===== config.mk =====
export PLATFORM = sky130hd
export DESIGN_NAME = lzw_front
export DESIGN_NICKNAME = d
export VERILOG_FILES = /design/src/hw/rtl/lzw_pkg.sv /design/src/hw/rtl/lzw_front.sv
export SDC_FILE = /design/constraint.sdc
export NUM_CORES = 1
export LEC_CHECK = 0
export ABC_AREA = 0
export BUFFER_PORTS_ARGS = -buffer_cell sky130_fd_sc_hd__buf_2
export CORE_MARGIN = 2
export CORE_UTILIZATION = 40
export DETAILED_ROUTE_END_ITERATION = 8
export PLACE_DENSITY = 0.7
export SYNTH_ARGS = -nofsm -noshare
export SYNTH_HDL_FRONTEND = slang
export SYNTH_SLANG_ARGS = --single-unit

===== constraint.sdc =====
create_clock -name clock -period 4.75 [get_ports clock]
set_input_delay 0.7125 -clock clock [delete_from_list [all_inputs] [get_ports clock]]
set_output_delay 0.7125 -clock clock [all_outputs]
set_load 0.01 [all_outputs]

===== src/hw/rtl/lzw_pkg.sv =====
// ----------------------------------------------------------------------------
// LZW decoder package
// Shared constants, code classes and the queue item type.
// ----------------------------------------------------------------------------
package lzw_pkg;

   localparam int CODE_W            = 12;
   localparam int BYTE_W            = 8;
   localparam int WIDTH_W           = 4;
   localparam int STATUS_W          = 2;
   localparam int DICT_DEPTH        = 4096;
   localparam int CODE_BITS_MAX_DEF = 12;
   localparam int MAX_STRING_DEF    = 64;
   localparam int LITERAL_COUNT     = 256;
   localparam int FIRST_FREE        = 259;
   localparam int WIDTH_START       = 9;

   localparam logic [CODE_W-1:0] CODE_END   = 12'd256;
   localparam logic [CODE_W-1:0] CODE_WIDEN = 12'd257;
   localparam logic [CODE_W-1:0] CODE_CLEAR = 12'd258;

   localparam logic [STATUS_W-1:0] STATUS_OK      = 2'd0;
   localparam logic [STATUS_W-1:0] STATUS_END     = 2'd1;
   localparam logic [STATUS_W-1:0] STATUS_FORMAT  = 2'd2;
   localparam logic [STATUS_W-1:0] STATUS_TOOLONG = 2'd3;

   typedef enum logic [2:0] {
      KIND_LITERAL = 3'd0,
      KIND_END     = 3'd1,
      KIND_WIDEN   = 3'd2,
      KIND_CLEAR   = 3'd3,
      KIND_ENTRY   = 3'd4
   } kind_type;

   typedef struct packed {
      logic [CODE_W-1:0] code;
      kind_type          kind;
   } item_type;

endpackage


===== src/hw/rtl/lzw_front.sv =====
// ----------------------------------------------------------------------------
// LZW decoder front end
// Accepts codes, classifies them and holds them in a two-entry queue.
// ----------------------------------------------------------------------------
module lzw_front (
   input  logic                      clock,
   input  logic                      reset,
   input  logic                      req_valid,
   output logic                      req_ready,
   input  logic [lzw_pkg::CODE_W-1:0] req_code,
   output logic                      q_valid,
   output lzw_pkg::item_type         q_item,
   input  logic                      q_pop
);

   lzw_pkg::item_type slot_ff [2];
   lzw_pkg::item_type slot_in;
   logic [1:0]        count_ff, count_in;
   logic              push;

   always_comb begin
      slot_in.code = req_code;
      if (req_code < 12'(lzw_pkg::LITERAL_COUNT)) begin
         slot_in.kind = lzw_pkg::KIND_LITERAL;
      end else if (req_code == lzw_pkg::CODE_END) begin
         slot_in.kind = lzw_pkg::KIND_END;
      end else if (req_code == lzw_pkg::CODE_WIDEN) begin
         slot_in.kind = lzw_pkg::KIND_WIDEN;
      end else if (req_code == lzw_pkg::CODE_CLEAR) begin
         slot_in.kind = lzw_pkg::KIND_CLEAR;
      end else begin
         slot_in.kind = lzw_pkg::KIND_ENTRY;
      end
   end

   assign req_ready = (count_ff != 2'd2);
   assign push      = req_valid && req_ready;
   assign q_valid   = (count_ff != 2'd0);
   assign q_item    = slot_ff[0];
   assign count_in  = count_ff + 2'(push) - 2'(q_pop && q_valid);

   always_ff @(posedge clock) begin
      if (reset) begin
         count_ff <= 2'd0;
      end else begin
         count_ff <= count_in;
      end
   end

   always_ff @(posedge clock) begin
      if (q_pop && q_valid) begin
         if (push) begin
            slot_ff[0] <= slot_in;
         end else begin
            slot_ff[0] <= slot_ff[1];
         end
      end else if (push) begin
         if (count_ff == 2'd0) begin
            slot_ff[0] <= slot_in;
         end else begin
            slot_ff[1] <= slot_in;
         end
      end
   end

   assert property (@(posedge clock) disable iff (reset) count_ff != 2'd3)
      else $error("front queue count out of range");
   assert property (@(posedge clock) disable iff (reset)
      (count_ff == 2'd2 && !q_pop) |=> count_ff == 2'd2)
      else $error("full queue lost an entry");
   assert property (@(posedge clock) disable iff (reset)
      (count_ff == 2'd0) |-> !q_pop || !q_valid)
      else $error("pop from empty queue");

endmodule


==> results.toml, run 1 <==
[outcome]
run_status = "complete, no violations"

[floorplanning]
overall_die_height_um = 65.3
start_util = 0.414
core_area_um2 = 3630
top_level_ports = 33
dieWidth_um = 65.3
die-area_um2 = 4270
row_count = 22

[worst_setup_path]
path_max_fanout = 5
slowest_delay_ns = 0.64
worst-path-buf-inv = 1
worstReg2RegEnd = "slot_ff[0][5]"
r2r-start = "count_ff[1]"
r2r_slack_ns = 2.86
cp_slowest_cell = "or4_1"
worst_path_dominant_cell_family = "simple AND/OR/NAND/NOR gates"
worst_setup_path_end_kind = "register"
worst_setup_path_class = "input port to register"
crit_required_ns = 4.77
timing.critical_path.arrival_ns = 1.91
critical_path.startpoint_type = "input port"
worstPathCellList = "buf_2 -> or4_1 -> a2111oi_2 -> o31ai_1"
cell_count_of_the_worst_reg_to_reg_path = 5

[yosys]
async_flop_share = 0
synth.yosys.warnings = 0
synth_top_area_cells = "edfxtp_1, mux2_4, buf_4"
syn_inst = 95
yosysTopAreaCellShare = 0.599
synth_largest_area_cell = "edfxtp_1"
distinct_cells_synth = 30
mapped_cell_area_um2 = 1510
syn-mean-instance-area_um2 = 15.8
synth_edf_count = 30
synth.net_count = 114
postSynthRegisterBits = 32
synthFlopType = "edfxtp_1"
synth-seq-area-share = 0.625

[sta]
fmaxAchievable_mhz = 527
post-route-period-util = 0.399
fin_worst_skew_ns = 0.00737
tightest_slew_ns = 0.628
setup_total_negative_slack_ns = 0
final.min_clock_period_ns = 1.90
rsz_0062_raised_after_global_routing = "no"
relSlewSlack = 0.582
final_max_slew_violation_count = 0
post-route-worst-setup-slack_ns = 2.85
count_of_final_setup_violators = 0
final-hold-violation-count = 0
hold_ws_ns = 0.549

[placed_design]
number_of_buffers_added_on_ports = 32
place.detailed.hpwl_mm = 1.71
gp_congestion = 0.749
dp_slack_ns = 2.56

[clock_network]
ctsHoldBuffers = 0
number_of_gates_given_a_new_drive_strength_after_cts = 0
clock_latency_ns = 0.28
tritoncts = "yes"
postCtsSetupBuffers = 0
tritoncts.num_buffers = 5
cts_root_buffer = "clkbuf_8"
cts.path.max_buffers = 2
tritoncts_sink_count = 32
clkSlewWorstSetupHoldPaths_ns = 0.06
ctsHtreeMaxLevel = 2

[hold_path]
hold_path.class = "register to register"
hold_crit_depth = 1
min_to = "slot_ff[0][14]"
worstHoldStart = "slot_ff[0][29]"

[routing]
drt_first_iter_violations = 20
detail_route.drc_violations = 0
vias_per_cell = 4.77
route.vias.total = 792
drt_pass_1_iters = 4
wirelength_mm = 2.31
detail_route.wl_per_cell_um = 13.9
route.antenna.remaining_nets = 0

[final_layout]
layout_commonest_cell = "buf_2"
final_cell_mix = "buf_2, edfxtp_1, mux2_4"
final_core_util = 0.458
drive_gt1_frac = 0.475
area_overhead_vs_synth_pct = 10.6
final_net_count = 137
antenna-diode-count = 0

[global_routing]
congestion_overflow_gr = 0
vias_in_the_first_global_route = 786
grt_antenna_before_repair = 0
grt_start_max_net_pins = 16
first_pass_grt_wire_length_mm = 3.57
grt.total_usage = 0.115

[pwr]
ir_drop_mv = 0.265
static-leakage-power_uw = 0.000640
power_density_nw_per_um2 = 480

[job]
maxCapViolCount = 0
==> flip-flops by register name (all words and copies together) (netlist names) <==
name	count
count_ff	2
slot_ff	30
==> cell families after synthesis <==
| logic type | after synthesis | synth area share |
|---|---|---|
| AOI/OAI and AO/OA | 3 | 0.0258 |
| xor gates and xnor gates | 3 | 0.0175 |
| adders and majority gates | 3 | 0.0249 |
| buffers and inverters | 18 | 0.0981 |
| DFF | 32 | 0.625 |
| muxes | 13 | 0.117 |
| and+or+nand+nor | 23 | 0.0915 |
==> synth_stat cells (2+ instances only) <==
cell      number
edfxtp_1      30
mux2_2         5
nor2_1         4
ha_1           3
nor3_1         2
nand3_1        2
or2b_1         2
nand2_1        2
dfxtp_1        2
buf_4         15
mux2_4         8
xnor2_1        2
==> worst reg2reg max path: cells and delay by family (launching register included) <==
family	cells	cell delay, ns
AND/OR/NAND/NOR	3	0.68
flip-flops	1	0.38
multiplexers	1	0.38
adder cells (fa/ha/maj)	1	0.20
==> power breakdown <==
part           internal (µW)  switching, µW
logic                   94.9            116
registers                383           17.9
clock network           96.5           91.3
==> layer usage <==
layer | up-vias | global-route usage | share of wire
li1 | 384 | - | -
met1 | 377 | 0.137 | 0.44
met2 | 28 | 0.188 | 0.48
met3 | 3 | 0.0479 | 0.064
met4 | 0 | 0.0391 | 0.0082
met5 | - | 0 | 0
==> final cells by class <==
type                       instances  area [µm²]
fill                             346        1970
sequential                        32         941
multi-input combinational         45         417
timing repair buffer              33         168
clock buffer                       5        68.8
tap                               48        60.1
clock inverter                     2        7.51
inverter                           1        3.75
==> how the worst max path moves through the flow <==
stage / startpoint / end / slack (ns) / cells past startpoint
CTS: count_ff[1] / slot_ff[0][5] / 2.84 / 5
detailed placement: req_valid / slot_ff[0][7] / 2.56 / 3
global placement: req_valid / slot_ff[0][7] / 2.60 / 3
finish: req_code[6] / slot_ff[0][2] / 2.85 / 4
global route: count_ff[1] / slot_ff[0][5] / 2.78 / 5
floorplan: req_valid / slot_ff[0][10] / 2.71 / 5
==> stage by stage <==
stage	instances	power (µW)	cell area, µm²
floorplan	95	596	1510
global placement	159	613	1590
detailed placement	159	624	1590
CTS	166	812	1670
global route	166	843	1670
finish	166	799	1670
(Power assumes the default switching activity.)
==> run 2, diff against run 1 <==
- clock period: 4.75 -> 1.8 ns (I/O delays scaled with it)
==> results.toml, run 2 (synthesis gave the netlist of run 1 again) <==
[outcome]
run_status = "complete, no violations"

[final_layout]
drive_gt1_frac = 0.537
fill_cells = 348
final_net_count = 141
final_cell_mix = "buf_2, edfxtp_1, mux2_4"
antenna-diode-count = 0
final-seq-area_um2 = 943
area_overhead_vs_synth_pct = 15.5
layout_commonest_cell = "buf_2"
largest_reg_flops = 30
reg.largest.list = "slot_ff: 30 flops, count_ff: 2 flops"
design_area_um2 = 1740
largest_register = "slot_ff"
multi_input_area_um2 = 437

[routing]
drt_pass_1_iters = 4
route.antenna.remaining_nets = 0
route.vias.total = 784
drt_first_iter_violations = 11
wirelength_mm = 2.27
detail_route.drc_violations = 0
vias_per_cell = 4.58
detail_route.wl_per_cell_um = 13.3

[worst_setup_path]
crit_required_ns = 1.83
worst-path-buf-inv = 0
slowest_delay_ns = 0.37
worstPathCellList = "or2b_1 -> nand2_2 -> ha_4 -> and2_4 -> mux2_2"
critical_path.startpoint_type = "register"
worst_setup_path_class = "register to register"
critical_path_depth = 5
worst_path_dominant_cell_family = "simple AND/OR/NAND/NOR gates"
cell_count_of_the_worst_reg_to_reg_path = 5
path_max_fanout = 15
cp_slowest_cell = "mux2_2"
timing.critical_path.arrival_ns = 1.78
worst_setup_path_end_kind = "register"

[global_routing]
grt_start_max_net_pins = 16
grt_antenna_before_repair = 0
vias_in_the_first_global_route = 827
grt.total_usage = 0.124
congestion_overflow_gr = 0
first_pass_grt_wire_length_mm = 3.80

[clock_network]
tritoncts_sink_count = 32
tritoncts = "yes"
clock_latency_ns = 0.28
clkSlewWorstSetupHoldPaths_ns = 0.06
cts_root_buffer = "clkbuf_8"
ctsHtreeMaxLevel = 2
tritoncts.num_buffers = 5
cts.path.max_buffers = 2
ctsHoldBuffers = 0

[sta]
count_of_final_setup_violators = 0
rsz_0062_raised_after_global_routing = "yes"
fmaxAchievable_mhz = 573
relSlewSlack = 0.781
final.min_clock_period_ns = 1.74
final-hold-violation-count = 0
tightest_slew_ns = 0.327
post-route-period-util = 0.969
final_max_slew_violation_count = 0
fin_worst_skew_ns = 0.00719

[pwr]
static-leakage-power_uw = 0.000665
power_density_nw_per_um2 = 1290
total_power_uw = 2230
ir_drop_mv = 0.609

[floorplanning]
die-area_um2 = 4270
row_count = 22
top_level_ports = 33
dieWidth_um = 65.3
core_area_um2 = 3630
start_util = 0.414
overall_die_height_um = 65.3

[placed_design]
number_of_buffers_added_on_ports = 32
gp_congestion = 0.701
place.detailed.hpwl_mm = 1.66
dpl_cell_area_um2 = 1650

[hold_path]
hold_path.class = "input port to register"
hold_crit_depth = 2

[job]
maxCapViolCount = 0
## run 2: stage by stage
stage                     cells   util  hold slack, ns  setup TNS (ns)  worst slack [ns]
after floorplan              95      -           0.334         -0.0231          -0.00289
after detailed placement    162  0.453           0.443               0            0.0218
after global routing        171  0.478           0.151        -0.00233          -0.00204
after global placement      162  0.453           0.435               0            0.0835
final                       171  0.478           0.152               0            0.0557
after CTS                   170  0.476           0.150               0            0.0136
## run 2: path summary, 6_finish.rpt
kind                                startpoint              to  slack [ns]
worst max-delay path               count_ff[1]   slot_ff[0][1]        0.06
worst min-delay path                     reset     count_ff[1]        0.15
worst max register to register     count_ff[1]   slot_ff[0][1]        0.06
worst min register to register  slot_ff[0][28]  slot_ff[0][13]        0.54
## run 2: worst register-to-register path: cells and delay by family (launching register included)
kind / cells / cell delay (ns)
AND/OR/NAND/NOR: 3 / 0.65
flip-flops: 1 / 0.34
multiplexers: 1 / 0.37
adder cells (fa/ha/maj): 1 / 0.14
## run 2: final cells by class
| type | count | share of cell area |
|---|---|---|
| clock buffers | 6 | 0.0418 |
| repair buffers | 37 | 0.121 |
| well taps | 48 | 0.0346 |
| flip-flops and latches | 32 | 0.543 |
| clock inverters | 2 | 0.00648 |
| multi-input cells | 45 | 0.251 |
| inverters | 1 | 0.00216 |
## run 2: power breakdown
part | internal (µW) | leakage, µW | switching [µW]
clock | 267 | 0.0000388 | 251
sequential | 1010 | 0.000297 | 41.7
combinational | 331 | 0.000329 | 333
## run 2: per-layer routing
layer	share of wire	GRT usage	up-vias
li1	-	-	385
met1	0.40	0.132	371
met2	0.52	0.209	22
met3	0.064	0.0497	6
met4	0.024	0.0703	0
met5	0	0	-
## run 2: what timing repair did
action,4_1_cts,5_1_grt
setup buffers,0,1
resized for setup,0,1
endpoints found under the hold margin,0,0
endpoints found under the setup margin,0,5
==> run 3, diff against run 2 <==
- CELL_PAD_IN_SITES_DETAIL_PLACEMENT: not set -> 0
- CELL_PAD_IN_SITES_GLOBAL_PLACEMENT: not set -> 1
- PLACE_DENSITY: 0.7 -> 0.81
==> results.toml, run 3 (synthesis gave the netlist of run 1 again) <==
[sta]
final.min_clock_period_ns = 1.71
setup_total_negative_slack_ns = 0
rsz_0062_raised_after_global_routing = "no"
fin_worst_skew_ns = 0.00457
fmaxAchievable_mhz = 585
tightest_slew_ns = 0.343
count_of_final_setup_violators = 0
post-route-worst-setup-slack_ns = 0.0906
final-hold-violation-count = 0
final_max_slew_violation_count = 0
relSlewSlack = 0.771
post-route-period-util = 0.950

[final_layout]
reg.largest.list = "slot_ff: 30 flops, count_ff: 2 flops"
layout_commonest_cell = "buf_2"
largest_register = "slot_ff"
drive_gt1_frac = 0.537
fill_cells = 335
stdcell_count = 171
final_cell_mix = "buf_2, edfxtp_1, mux2_4"
largest_reg_flops = 30
final_core_util = 0.485
final_net_count = 141
area_overhead_vs_synth_pct = 17.0
antenna-diode-count = 0

[routing]
wirelength_mm = 2.35
vias_per_cell = 4.73
route.antenna.remaining_nets = 0
detail_route.drc_violations = 0
drt_pass_1_iters = 4
detail_route.wl_per_cell_um = 13.8
drt_first_iter_violations = 47
route.vias.total = 808

[pwr]
seqPwrFrac = 0.443
ir_drop_mv = 0.721
total_power_uw = 2380
power_density_nw_per_um2 = 1350
net-switching-power_uw = 629
p_int_uw = 1750
proportion_of_power_drawn_by_the_clock_network = 0.277
combinational_fraction_of_design_power = 0.280
p_sw_frac = 0.264
static-leakage-power_uw = 0.000680

[placed_design]
dp_slack_ns = 0.00603
placed_cells_incl_taps = 162
number_of_buffers_added_on_ports = 32
place.detailed.hpwl_mm = 1.64
gp_congestion = 0.722

[floorplanning]
overall_die_height_um = 65.3
row_count = 22
top_level_ports = 33
dieWidth_um = 65.3
core_area_um2 = 3630
die-area_um2 = 4270
start_util = 0.414

[outcome]
run_status = "complete, no violations"

[clock_network]
tritoncts_sink_count = 32
postCtsSetupBuffers = 0
tritoncts.num_buffers = 5
tritoncts = "yes"
clkSlewWorstSetupHoldPaths_ns = 0.06
ctsHtreeMaxLevel = 2
cts_root_buffer = "clkbuf_8"
ctsHoldBuffers = 0
clock_latency_ns = 0.28
cts.path.max_buffers = 2

[worst_setup_path]
critical_path.startpoint_type = "register"
crit_required_ns = 1.83
path_max_fanout = 8
timing.critical_path.arrival_ns = 1.74
worst_setup_path_end_kind = "register"
worst_setup_path_class = "register to register"

[global_routing]
first_pass_grt_wire_length_mm = 3.83
congestion_overflow_gr = 0
grt.total_usage = 0.125
grt_antenna_before_repair = 0
grt_start_max_net_pins = 16
vias_in_the_first_global_route = 812

[job]
maxCapViolCount = 0

[hold_path]
hold_path.class = "input port to register"
[run 3: changes by cell type in the layout (fill, tap and decap cells not counted)]
cell        change
clkinvlp_4      -1
clkinv_2        +1
bufinv_16       +1
buf_4           -1
clkinv_1        -1
dfxtp_1         +1
dfxtp_2         -1
and2_4          +1
[run 3: what timing repair did]
item	CTS	global route
setup endpoints to repair	2	2
gates resized for setup	0	1
gates cloned	1	0
[run 3: final timing paths]
path | startpoint | to | slack (ns) | depth (start not counted)
setup / recovery | count_ff[1] | slot_ff[0][1] | 0.09 | 5
hold reg to reg | slot_ff[0][26] | slot_ff[0][11] | 0.55 | 1
setup reg to reg | count_ff[1] | slot_ff[0][1] | 0.09 | 5
hold / removal | reset | count_ff[0] | 0.15 | 2
[run 3: stage by stage]
| step | instance area [µm²] | hold slack [ns] |
|---|---|---|
| after floorplan | 1530 | 0.334 |
| after global placement | 1650 | 0.434 |
| after detailed placement | 1650 | 0.441 |
| after CTS | 1760 | 0.143 |
| after global routing | 1760 | 0.160 |
| final | 1760 | 0.153 |
[run 3: critical path, stage by stage (launching register included)]
cell and delay [ns]:
dfxtp_1 0.35, or2b_1 0.27, nand2_2 0.11, ha_4 0.16, and2_4 0.22, mux2_2 0.35
[run 3: per-layer routing]
layer,GRT usage,up-vias,wire length [µm]
li1,-,388,-
met1,0.143,384,987
met2,0.209,34,1180
met3,0.0548,2,178
met4,0.0391,0,9
met5,0,-,0
[run 3: power by group through the flow]
stage	logic (µW)	clock network (µW)	registers, µW
after detailed placement	662	0	1070
after global routing	739	720	1070
after floorplan	542	0	1060
after global placement	649	0	1060
after CTS	679	682	1060
final	666	660	1050
[run 3: area by class of cell]
type	count	area (µm²)	area share
clock buffer	6	72.6	0.0412
sequential	32	942	0.535
tap	48	60.1	0.0341
clock inverter	2	35.0	0.0199
timing repair buffer	36	203	0.115
multi-input combinational	46	445	0.253
inverter	1	3.75	0.00213
